<file path="config.mk">
export PLATFORM = sky130hd
export DESIGN_NAME = indexed_max_priority_queue_core
export DESIGN_NICKNAME = d
export VERILOG_FILES = /design/src/hw/rtl/impq_pkg.sv /design/src/hw/rtl/impq_ram.sv /design/src/hw/rtl/indexed_max_priority_queue_core.sv
export SDC_FILE = /design/constraint.sdc
export NUM_CORES = 1
export LEC_CHECK = 0
export BUFFER_PORTS_ARGS = -buffer_cell sky130_fd_sc_hd__buf_2
export CELL_PAD_IN_SITES_DETAIL_PLACEMENT = 0
export CELL_PAD_IN_SITES_GLOBAL_PLACEMENT = 1
export CORE_UTILIZATION = 40
export CTS_CLUSTER_DIAMETER = 30
export DETAILED_ROUTE_END_ITERATION = 12
export PLACE_DENSITY = 0.74
export RECOVER_POWER = 50
export SLEW_MARGIN = 10
export SYNTH_ARGS = -nofsm -noshare
export SYNTH_HDL_FRONTEND = slang
export SYNTH_SLANG_ARGS = --single-unit
</file>
<file path="constraint.sdc">
create_clock -name clk -period 9.3 [get_ports clk]
set_clock_uncertainty 0.15 [all_clocks]
set_input_delay 0.93 -clock clk [delete_from_list [all_inputs] [get_ports clk]]
set_output_delay 0.93 -clock clk [all_outputs]
set_load 0.005 [all_outputs]
</file>
<file path="src/hw/rtl/impq_pkg.sv">
// Package for the indexed max priority queue: request/response structs and command codes.
// No dependencies.
package impq_pkg;

  localparam int unsigned CmdW = 3;
  localparam int unsigned IdW = 8;
  localparam int unsigned PrioW = 32;
  localparam int unsigned CountW = 11;

  typedef enum logic [CmdW-1:0] {
    CMD_INSERT = 3'd0,
    CMD_RAISE  = 3'd1,
    CMD_LOWER  = 3'd2,
    CMD_REMOVE = 3'd3,
    CMD_QUERY  = 3'd4
  } cmd_t;

  typedef struct packed {
    logic [CmdW-1:0]          command;
    logic [IdW-1:0]           id;
    logic signed [PrioW-1:0]  priority_req;
  } req_t;

  typedef struct packed {
    logic                     ok;
    logic [IdW-1:0]           out_id;
    logic signed [PrioW-1:0]  out_priority;
    logic [CountW-1:0]        count;
  } rsp_t;

endpackage

</file>
<file path="src/hw/rtl/impq_ram.sv">
// Generic single-write, single-read RAM with registered read data.
// No dependencies.
module impq_ram #(
  parameter int unsigned WIDTH = 8,
  parameter int unsigned DEPTH = 16
) (
  input  logic                     clk,
  input  logic                     we,
  input  logic [$clog2(DEPTH)-1:0] waddr,
  input  logic [WIDTH-1:0]         wdata,
  input  logic [$clog2(DEPTH)-1:0] raddr,
  output logic [WIDTH-1:0]         rdata
);

  logic [WIDTH-1:0] mem [DEPTH];

  always_ff @(posedge clk) begin
    if (we) begin
      mem[waddr] <= wdata;
    end
    rdata <= mem[raddr];
  end

endmodule

</file>
<file path="src/hw/rtl/indexed_max_priority_queue_core.sv">
// Top level of the indexed max priority queue: sequencer, memories and one key comparator.
// Depends on impq_pkg and impq_ram.
//
//  channel | direction | signals
//  --------+-----------+------------------------------------------------
//  req     | in        | req_valid, req_ready, req (command/id/priority_req)
//  rsp     | out       | rsp_valid, rsp_ready, rsp (ok/out_id/out_priority/count)
//
// Each request is handled by a sequencer that reads one word per memory per cycle.
// A query or a rejected request runs through S_DECODE, S_KEYRD and S_DONE before the next
// acceptance. Each upward sift level runs S_UPP, S_UPID, S_UPCMP and S_SWAP; each downward
// level S_DNL, S_DNLID, S_DNR, S_DNRK and S_SWAP, plus setup, placement and response.
// Reset clears the presence bits and the element count; no clearing pass is needed.
// A finished request waits until the response register is empty or being drained.
module indexed_max_priority_queue_core
  import impq_pkg::*;
#(
  parameter int unsigned CAPACITY = 16
) (
  input  logic clk,
  input  logic rst,
  input  logic req_valid,
  output logic req_ready,
  input  req_t req,
  output logic rsp_valid,
  input  logic rsp_ready,
  output rsp_t rsp
);

  localparam int unsigned AW = (CAPACITY > 1) ? $clog2(CAPACITY) : 1;
  localparam int unsigned CW = $clog2(CAPACITY + 1);

  typedef enum logic [14:0] {
    S_IDLE   = 15'b000_0000_0000_0001,
    S_DECODE = 15'b000_0000_0000_0010,
    S_KEYRD  = 15'b000_0000_0000_0100,
    S_START  = 15'b000_0000_0000_1000,
    S_FETCHK = 15'b000_0000_0001_0000,
    S_UPP    = 15'b000_0000_0010_0000,
    S_UPID   = 15'b000_0000_0100_0000,
    S_UPCMP  = 15'b000_0000_1000_0000,
    S_SWAP   = 15'b000_0001_0000_0000,
    S_DNL    = 15'b000_0010_0000_0000,
    S_DNLID  = 15'b000_0100_0000_0000,
    S_DNR    = 15'b000_1000_0000_0000,
    S_DNRK   = 15'b001_0000_0000_0000,
    S_PLACE  = 15'b010_0000_0000_0000,
    S_DONE   = 15'b100_0000_0000_0000
  } state_t;

  state_t state;

  // Memories: heap slot -> id, id -> key, id -> slot.
  logic          hs_we, ki_we, si_we;
  logic [AW-1:0] hs_wa, hs_ra, ki_wa, ki_ra, si_wa, si_ra;
  logic [AW-1:0] hs_wd, hs_rd, si_wd, si_rd;
  logic [PrioW-1:0] ki_wd, ki_rd;

  impq_ram #(.WIDTH(AW), .DEPTH(CAPACITY)) u_heap (
    .clk(clk), .we(hs_we), .waddr(hs_wa), .wdata(hs_wd), .raddr(hs_ra), .rdata(hs_rd));
  impq_ram #(.WIDTH(PrioW), .DEPTH(CAPACITY)) u_key (
    .clk(clk), .we(ki_we), .waddr(ki_wa), .wdata(ki_wd), .raddr(ki_ra), .rdata(ki_rd));
  impq_ram #(.WIDTH(AW), .DEPTH(CAPACITY)) u_slot (
    .clk(clk), .we(si_we), .waddr(si_wa), .wdata(si_wd), .raddr(si_ra), .rdata(si_rd));

  logic [CAPACITY-1:0] present;
  logic [CW-1:0]       count;

  req_t          cur;
  logic          id_ok;
  logic          ok_pre;
  logic          is_lower;
  logic [AW-1:0] cid;
  logic          down;        // sift direction
  logic [AW-1:0] pos;         // slot of the moving entry
  logic [AW-1:0] pos_id;      // id of the moving entry
  logic signed [PrioW-1:0] pos_key;
  logic [AW-1:0] parent;
  logic [AW-1:0] oth;         // parent or best child slot
  logic [AW-1:0] oth_id;
  logic signed [PrioW-1:0] oth_key;
  logic [AW-1:0] rch;         // right child slot
  logic [AW-1:0] r_id;
  logic          has_r;
  logic          l_gt;
  logic          ok_r;
  logic [IdW-1:0] oid_r;
  logic signed [PrioW-1:0] opr_r;

  // Child slot indices, computed wide so an overflow past the count is seen.
  logic [CW:0] lc_w, rc_w;
  assign lc_w = {{(CW-AW){1'b0}}, pos, 1'b1};
  assign rc_w = lc_w + (CW+1)'(1);
  assign parent = (pos - AW'(1)) >> 1;

  // The one shared comparator: is a greater than b.
  logic signed [PrioW-1:0] cmp_a, cmp_b;
  logic                    cmp_gt;
  assign cmp_gt = cmp_a > cmp_b;

  assign is_lower = (cur.command == CMD_LOWER);

  always_comb begin
    case (state)
      S_KEYRD: begin
        cmp_a = is_lower ? ki_rd : cur.priority_req;
        cmp_b = is_lower ? cur.priority_req : ki_rd;
      end
      S_UPCMP: begin
        cmp_a = pos_key;
        cmp_b = ki_rd;
      end
      S_DNRK: begin
        cmp_a = ki_rd;
        cmp_b = oth_key;
      end
      default: begin
        cmp_a = ki_rd;
        cmp_b = pos_key;
      end
    endcase
  end

  assign req_ready = (state == S_IDLE);
  assign id_ok = (32'(req.id) < CAPACITY);

  always_comb begin
    case (req.command)
      CMD_INSERT: ok_pre = id_ok && !present[AW'(req.id)] && (count < CW'(CAPACITY));
      CMD_RAISE, CMD_LOWER, CMD_QUERY: ok_pre = id_ok && present[AW'(req.id)];
      CMD_REMOVE: ok_pre = (count != '0);
      default: ok_pre = 1'b0;
    endcase
  end

  // The moving entry is written to its final slot only once, when the sift ends.
  always_comb begin
    hs_we = 1'b0; hs_wa = pos; hs_wd = pos_id; hs_ra = pos;
    ki_we = 1'b0; ki_wa = cid; ki_wd = cur.priority_req; ki_ra = cid;
    si_we = 1'b0; si_wa = pos_id; si_wd = pos; si_ra = cid;
    case (state)
      S_DECODE: begin
        // Remove reads the root id; insert stores the new key.
        hs_ra = '0;
        ki_we = (cur.command == CMD_INSERT) && ok_r;
      end
      S_KEYRD: begin
        if (cur.command == CMD_REMOVE) begin
          hs_ra = AW'(count - CW'(1));
          ki_ra = hs_rd;
        end
        ki_we = ok_r && (cur.command == CMD_RAISE || is_lower) && cmp_gt;
      end
      S_START: ki_ra = hs_rd;
      S_UPP: hs_ra = parent;
      S_UPID: ki_ra = hs_rd;
      S_DNL: hs_ra = lc_w[AW-1:0];
      S_DNLID: begin
        ki_ra = hs_rd;
        hs_ra = rch;
      end
      S_DNR: ki_ra = hs_rd;
      S_SWAP: begin
        hs_we = 1'b1; hs_wd = oth_id;
        si_we = 1'b1; si_wa = oth_id;
      end
      S_PLACE: begin
        hs_we = 1'b1;
        si_we = 1'b1;
      end
      default: ;
    endcase
  end

  always_ff @(posedge clk) begin
    if (rst) begin
      state <= S_IDLE;
      present <= '0;
      count <= '0;
      rsp_valid <= 1'b0;
    end else begin
      if (state == S_DONE && (!rsp_valid || rsp_ready)) begin
        rsp_valid <= 1'b1;
      end else if (rsp_ready) begin
        rsp_valid <= 1'b0;
      end
      case (state)
        S_IDLE: begin
          if (req_valid) begin
            cur <= req;
            cid <= AW'(req.id);
            oid_r <= req.id;
            opr_r <= '0;
            ok_r <= ok_pre;
            state <= S_DECODE;
          end
        end
        S_DECODE: begin
          if (cur.command == CMD_INSERT && ok_r) begin
            present[cid] <= 1'b1;
            count <= count + CW'(1);
            pos <= AW'(count);
            pos_id <= cid;
            pos_key <= cur.priority_req;
            down <= 1'b0;
          end
          state <= S_KEYRD;
        end
        S_KEYRD: begin
          // ki_rd = key of cid, si_rd = slot of cid, hs_rd = root id.
          case (cur.command)
            CMD_INSERT: state <= ok_r ? S_UPP : S_DONE;
            CMD_RAISE, CMD_LOWER: begin
              if (ok_r && cmp_gt) begin
                pos <= si_rd;
                pos_id <= cid;
                pos_key <= cur.priority_req;
                down <= is_lower;
                state <= is_lower ? S_DNL : S_UPP;
              end else begin
                ok_r <= 1'b0;
                state <= S_DONE;
              end
            end
            CMD_QUERY: begin
              if (ok_r) opr_r <= ki_rd;
              state <= S_DONE;
            end
            CMD_REMOVE: begin
              if (ok_r) begin
                oid_r <= IdW'(hs_rd);
                cid <= hs_rd;
                state <= S_START;
              end else begin
                state <= S_DONE;
              end
            end
            default: state <= S_DONE;
          endcase
        end
        S_START: begin
          // ki_rd holds the root key and hs_rd the last entry's id.
          opr_r <= ki_rd;
          present[cid] <= 1'b0;
          count <= count - CW'(1);
          pos <= '0;
          pos_id <= hs_rd;
          down <= 1'b1;
          state <= S_FETCHK;
        end
        S_FETCHK: begin
          pos_key <= ki_rd;
          state <= (count == '0) ? S_DONE : S_DNL;
        end
        S_UPP: begin
          if (pos == '0) begin
            state <= S_PLACE;
          end else begin
            oth <= parent;
            state <= S_UPID;
          end
        end
        S_UPID: begin
          oth_id <= hs_rd;
          state <= S_UPCMP;
        end
        S_UPCMP: state <= cmp_gt ? S_SWAP : S_PLACE;
        S_SWAP: begin
          pos <= oth;
          state <= down ? S_DNL : S_UPP;
        end
        S_DNL: begin
          if (lc_w >= {1'b0, count}) begin
            state <= S_PLACE;
          end else begin
            oth <= lc_w[AW-1:0];
            rch <= rc_w[AW-1:0];
            has_r <= (rc_w < {1'b0, count});
            state <= S_DNLID;
          end
        end
        S_DNLID: begin
          oth_id <= hs_rd;
          state <= S_DNR;
        end
        S_DNR: begin
          // The best key so far is the left child's if it beats the moving entry.
          l_gt <= cmp_gt;
          oth_key <= cmp_gt ? ki_rd : pos_key;
          r_id <= hs_rd;
          state <= S_DNRK;
        end
        S_DNRK: begin
          if (has_r && cmp_gt) begin
            oth <= rch;
            oth_id <= r_id;
            state <= S_SWAP;
          end else begin
            state <= l_gt ? S_SWAP : S_PLACE;
          end
        end
        S_PLACE: state <= S_DONE;
        S_DONE: begin
          if (!rsp_valid || rsp_ready) begin
            rsp.ok <= ok_r;
            rsp.out_id <= oid_r;
            rsp.out_priority <= opr_r;
            rsp.count <= CountW'(count);
            state <= S_IDLE;
          end
        end
        default: state <= S_IDLE;
      endcase
    end
  end

endmodule
</file>
* After elaboration in Yosys (flattened, before gate mapping)
Memories as Yosys holds them, arrays and structs flattened. A register that Yosys moved wholly into a read port is not among the register bits.
Cells that the tools add are included.
** Word-level totals
- Register bits after elaboration :: 254
- Memory bits (writable) :: 640
- Input bits :: 47
- Output and inout port bits :: 54
- Memories :: 3
** Memories
- u_key.mem :: words 16, width 32, read ports 1, clocked after Yosys merged registers in 1, write ports 1, RTL line impq_ram.sv:15 : logic [WIDTH-1:0] mem [DEPTH];
- u_heap.mem :: words 16, width 4, read ports 1, clocked after Yosys merged registers in 1, write ports 1, RTL line impq_ram.sv:15
- u_slot.mem :: words 16, width 4, read ports 1, clocked after Yosys merged registers in 1, write ports 1, RTL line impq_ram.sv:15
** Operators by class
- Add/subtract/negate cells :: 4
- $lt $le $gt $ge :: 8
- Equal/unequal tests :: 35
- Multiplexer cells :: 80
- Bitwise operators :: 5
- Reduce and logical (&&, ||, !) cells :: 47
** Operators by type and width (number)
- two-way mux 32 bit :: 9
- one-hot mux 32 bit (3 select lines) :: 3
- one-hot mux 15 bit (15 select lines) :: 1
- two-way mux 15 bit :: 6
- two-way mux 14 bit :: 5
- two-way mux 4 bit :: 16
- one-hot mux 32 bit (2 select lines) :: 1
- one-hot mux 15 bit (3 select lines) :: 1
- AND reduction 5 bit :: 7
- > comparator 32 bit :: 1
- one-hot mux 16 bit (2 select lines) :: 1
- two-way mux 8 bit :: 3
- one-hot mux 4 bit (2 select lines) :: 3
- one-hot mux 4 bit (3 select lines) :: 2
- two-way mux 10 bit :: 2
- one-hot mux 4 bit (5 select lines) :: 1
- != test 2 bit (second input constant) :: 9
- bitwise AND 16 bit :: 1
- two-way mux 16 bit :: 1
- inverter 16 bit :: 1
- OR 16 bit :: 1
- one-hot mux 4 bit (4 select lines) :: 1
- one-hot mux 8 bit (2 select lines) :: 1
- == test 15 x 1 -> 1 bit (second input constant) :: 1
- 51 further kinds :: 101

* Logic depth before layout (Yosys ltp)
- Depth after elaboration :: 8
- Mapped depth :: 23
- Gate-level depth less buffers :: 19

* By module
From an unflattened synthesis, not the netlist that was laid out.
** Unflattened totals
- Cells, all modules :: 2145
- Area, all modules :: 37673.6 µm²
** Modules (own cells, without submodules)
- impq_ram at u_key :: instances 1, cells each 838, area an instance 19835.3 µm²
- indexed_max_priority_queue_core :: instances 1, cells each 1047, area an instance 12505.7 µm²
- impq_ram at u_heap ... :: instances 2, cells each 130, area an instance 2666.3 µm²

* Worst setup path after synthesis
Ideal clock, no wire load.
- Path kind :: register to register
- Start :: register state[14]
- End :: memory u_key.mem[0][0] in the netlist's numbering, enable pin
- Arrival time :: 7.532 ns
- Required time :: 8.649 ns
- Slack :: 1.117 ns
- Cell stages (with the launch flop) :: 22
- Path buffers :: 4
- Clock period less this slack :: 8.183 ns
- Cell sequence :: dfxtp_1 or4_1 clkbuf_1 nor3_1 clkbuf_1 and3_1 clkbuf_1 o21a_1 buf_1 a222oi_1 nand2_1 o21ai_0 ha_1 nand4_1 or4_1 nor2_1 o21ai_0 nand3_1 o211ai_1 nand2_1 a41oi_1 nor4_1
** Between the ends
- Longest elaborated chain between the ends :: 7
- Elaborated cells on any way between the ends :: 11
- Those cells by class :: order compare: 1; eq/ne: 4; mux: 5; reduce/logical: 1
** Ends and longest elaborated chain
- start, declared :: RTL line indexed_max_priority_queue_core.sv:51 : state_t state;
- start signal, assigned :: RTL line indexed_max_priority_queue_core.sv:212 : CMD_INSERT: state <= ok_r ? S_UPP : S_DONE;
- start signal, assigned :: RTL line indexed_max_priority_queue_core.sv:219 : state <= is_lower ? S_DNL : S_UPP;
- start signal, assigned :: RTL line indexed_max_priority_queue_core.sv:253 : state <= (count == '0) ? S_DONE : S_DNL;
- == test 15 x 13 -> 1 bit, or another cell as far along :: RTL line indexed_max_priority_queue_core.sv:104 : case (state)
- one-hot mux 32 bit (3 select lines) or one-hot mux 32 bit (2 select lines) (tied branches) :: RTL line indexed_max_priority_queue_core.sv:104
- > comparator 32 bit :: RTL line indexed_max_priority_queue_core.sv:99 : assign cmp_gt = cmp_a > cmp_b;
- logical AND 1 bit :: RTL line indexed_max_priority_queue_core.sv:152 : ki_we = ok_r && (cur.command == CMD_RAISE || is_lower) && cmp_gt;
- one-hot mux 1 bit (2 select lines) (*) :: RTL line indexed_max_priority_queue_core.sv:141 : case (state)
- two-way mux 1 bit (*) :: RTL line impq_ram.sv:18 : if (we) begin
- two-way mux 1 bit (not written as such) (*) :: RTL line impq_ram.sv:19 : mem[waddr] <= wdata;
- end, declared :: RTL line impq_ram.sv:15
Mark *: on every way between the ends. The rest lies on a longest branch, timed or not.

* Worst setup path in the final report
- Start :: register state[14]
- End :: memory u_key.mem[9][26] in the netlist's numbering, enable pin
The elaborated chain is that of the path after synthesis.

==> results by group <==
Outcome
  – Status: finished with violations
  – Failing checks: capacitance limit, slew limit

Synth
  – Post-synth cell types: 64
  – Syn avg cell area: 15.8 µm²
  – Synthesized cell area: 0.0379 mm²
  – EDFF count, synth: 852
  – Post-synthesis cell count: 2,402
  – Synth Flop Type: edfxtp_1
  – Sequential fraction of the synthesis area: 0.716
  – Ys async rst share: 0
  – FF+latch count, synth: 929
  – Ys Warns: 0

Power and ir drop
  – Tot Pwr: 11.4 mW
  – Power Density: 247 mW/mm²
  – Leak: 16.2 nW
  – Max VDD drop: 164 µV

Cells and area
  – Register area: 0.0271 mm²
  – Nets: 2,692
  – Multi-input logic area: 0.0104 mm²
  – Layout cell share with drive strength beyond 1: 0.188
  – Synthesis-to-layout area growth: 21.6%
  – Fillers: 7,804
  – Layout Cells excl Fill: 4,000

Timing
  – RSZ-0062 raised after global routing: false
  – Final Max Tran Viols: 134
  – Setup WS post-layout: 1.40 ns
  – F_max: 127 MHz
  – Final setup vio count: 0
  – Endpoints failing hold: 0
  – Rel. slew slack: -0.749
  – Setup TNS: 0 ns
  – Min Hold Slack: 0.184 ns
  – Period utilisation layout: 0.849
  – Min Tclk post-route: 7.90 ns
  – Worst-Margin Slew: 2.62 ns

Setup path
  – Critical path class: register to register
  – CP Launch Type: register
  – CP peak stage delay: 0.94 ns
  – Worst EP arrival: 8.17 ns
  – Worst Setup SP: state[14]$_SDFFE_PP0P_
  – Worst endpoint required time: 9.58 ns
  – Crit-path slowest cell: and3_1
  – CP max FO: 22
  – Worst Path Buf+Inv: 2
  – Crit-path cells: or4_1, nor3_1, and3_1, and3_1, a222oi_1, nand2_1, o21ai_0, ha_1, nand4_1, or4_1, nor2_1, o21ai_0, nand3_1, o211ai_1, nand2_2, a41oi_2, buf_4, nor3_2, buf_4
  – Crit Reg-Reg Startpoint: state[14]$_SDFFE_PP0P_
  – CP endpoint kind: register
  – CP delay by family, top: simple AND/OR/NAND/NOR gates

Die
  – Core ar.: 0.0936 mm²
  – Initial core utilization: 0.405
  – Die Ht: 310 µm
  – Num rows: 112
  – Io pins: 101
  – Die ar.: 0.0960 mm²
  – Die Wd: 310 µm

Routing
  – Antenna-violating nets left: 0
  – Post-DR wirelength/cell: 23.0 µm
  – Vias per inst: 5.59
  – Initial DRC count: 2,642
  – DRT Pass-1 Iters: 10
  – Via count: 22,400
  – DRC viols: 0
  – Final WL: 92.1 mm

Placed design
  – DP Worst Slack: 1.68 ns
  – Gpl congestion: 0.876
  – PortBufs: 94
  – Placed cells: 3,679
  – Detail Placement HPWL: 58.3 mm

CTS
  – CTS max path bufs: 3
  – Number of hold buffers added after CTS: 0
  – CTS clk-pin slew, worst paths: 0.05 ns
  – Clk Latency, worst-skew pair: 0.78 ns
  – Clock H-tree levels: 4
  – Num CTS Buffers: 171
  – Post-CTS Setup Bufs: 0
  – CTS tree: built
  – Post-cts resize count: 0
  – Clock Tree Root: clkbuf_16
  – # clock sinks: 929

Flow run
  – Max_cap viols: 4

Global routing
  – All-Layer GR Usage: 0.192
  – Total gr overflow: 0
  – First-pass GRT wire length: 138 mm
  – Initial antenna violation count: 9
  – Maximum number of pins on one net before global-route repair: 92
  – Vias in the first global route: 21,900

Hold path
  – Hold Startpoint: req[31]
  – Hold Path Class: primary input to register
Yosys cell counts (all sizes together), types with 2 or more instances:
master | instances | area (µm²)
edfxtp | 852 | 25600
mux2i | 307 | 3070
nand2 | 159 | 597
o22ai | 129 | 807
clkbuf | 89 | 334
dfxtp | 77 | 1540
mux2 | 73 | 822
a21oi | 62 | 322
nor2 | 59 | 221
o21ai | 53 | 265
buf | 50 | 274
a22oi | 49 | 368
ha | 47 | 588
and2 | 45 | 282
or4 | 38 | 285
nor3 | 35 | 175
nand3 | 26 | 130
mux4 | 25 | 563
and3 | 22 | 139
a222oi | 20 | 200
or3 | 17 | 106
nand4 | 15 | 93.8
nor2b | 15 | 93.8
inv | 14 | 52.6
nand2b | 13 | 81.3
o211ai | 13 | 97.6
a21o | 12 | 90.1
nor3b | 12 | 90.1
nor4 | 11 | 81.3
xnor2 | 10 | 87.6
o21a | 6 | 45.0
and4b | 5 | 50.1
xor2 | 5 | 43.8
a211oi | 4 | 42.5
a21boi | 3 | 22.5
nor4b | 3 | 26.3
or2 | 3 | 18.8
a22o | 2 | 17.5
a311oi | 2 | 17.5
a32oi | 2 | 17.5
a41oi | 2 | 17.5
o221ai | 2 | 17.5
metal layers:
metal	vias to the layer above	share of wire	track usage
li1	9940	-	-
met1	11300	0.45	0.283
met2	1010	0.44	0.281
met3	153	0.085	0.0415
met4	0	0.021	0.0664
met5	-	0	0
final cells by class:
| class | count | share of cell area |
|---|---|---|
| flip-flops and latches | 929 | 0.589 |
| multi-input cells | 1325 | 0.225 |
| clock buffers | 187 | 0.0944 |
| clock inverters | 133 | 0.0389 |
| well taps | 1254 | 0.0340 |
| repair buffers | 157 | 0.0176 |
| inverters | 14 | 0.00114 |
| diodes | 1 | 0.0000543 |
state kept, by name (all words and copies together), names as in the netlist, 5 cells and up, named ones only:
register and cells:
ki_wd 32, u_key.rdata 32, rsp 46, state 15, count 5, u_slot.mem 64, oid_r 5, opr_r 32
u_heap.mem 64, oth_key 32, pos_key 32, u_key.mem 512
power by group:
| part | switching [mW] | leakage (nW) | internal, mW |
|---|---|---|---|
| Sequential | 0.0585 | 8.33 | 4.58 |
| Combinational | 0.200 | 4.93 | 0.121 |
| Clock | 2.26 | 2.94 | 4.14 |
per-stage QoR:
step,instance area [µm²],util
after floorplan,37900,-
after global placement,40100,0.429
after detailed placement,40100,0.429
after CTS,46300,0.494
after global routing,46100,0.492
final,46100,0.492
placed cells by master, fill, tap and decap left out, types with 11 or more instances in the layout:
cell type	Yosys	final
edfxtp_1	852	852
mux2i_1	307	306
clkbuf_16	0	171
nand2_1	159	158
o22ai_1	129	129
clkbuf_1	89	86
dfxtp_1	77	77
mux2_2	73	73
nor2_1	59	58
o21ai_0	51	51
a21oi_1	61	51
buf_2	27	51
a22oi_1	49	49
ha_1	47	47
or4_1	38	38
buf_4	8	33
nand3_1	26	26
mux4_2	25	25
bufinv_16	0	24
and2_0	0	23
nor3_1	35	22
and3_1	21	22
and2_1	45	22
a222oi_1	20	20
inv_6	0	20
clkinv_4	0	19
or3_1	17	17
clkinv_1	0	17
clkinv_2	0	16
nand4_1	15	15
nor2b_1	15	15
inv_1	14	14
clkinvlp_4	0	14
nand2b_1	13	13
o211ai_1	13	13
nor3_2	0	13
a21o_1	12	12
nor3b_1	12	11
final timing paths:
kind | end | slack (ns) | depth (start not counted)
worst min register to register | rsp[28]$_DFFE_PP_ | 0.25 | 0
worst min-delay path | ki_wd[31]$_DFFE_PP_ | 0.18 | 1
worst max register to register | u_key.mem[9][26]$_DFFE_PP_ | 1.40 | 19
worst max-delay path | u_key.mem[9][26]$_DFFE_PP_ | 1.40 | 19
cell families after synthesis:
group                    Yosys count  synth area share
multiplexers                     405             0.118
XOR/XNOR                          15           0.00347
AO/OA/AOI/OAI                    369            0.0640
other                              1         0.0000989
AND/OR/NAND/NOR                  483            0.0663
adder cells (fa/ha/maj)           47            0.0155
flip-flops                       929             0.716
buffers and inverters            153            0.0174
(Power assumes the default switching activity.)
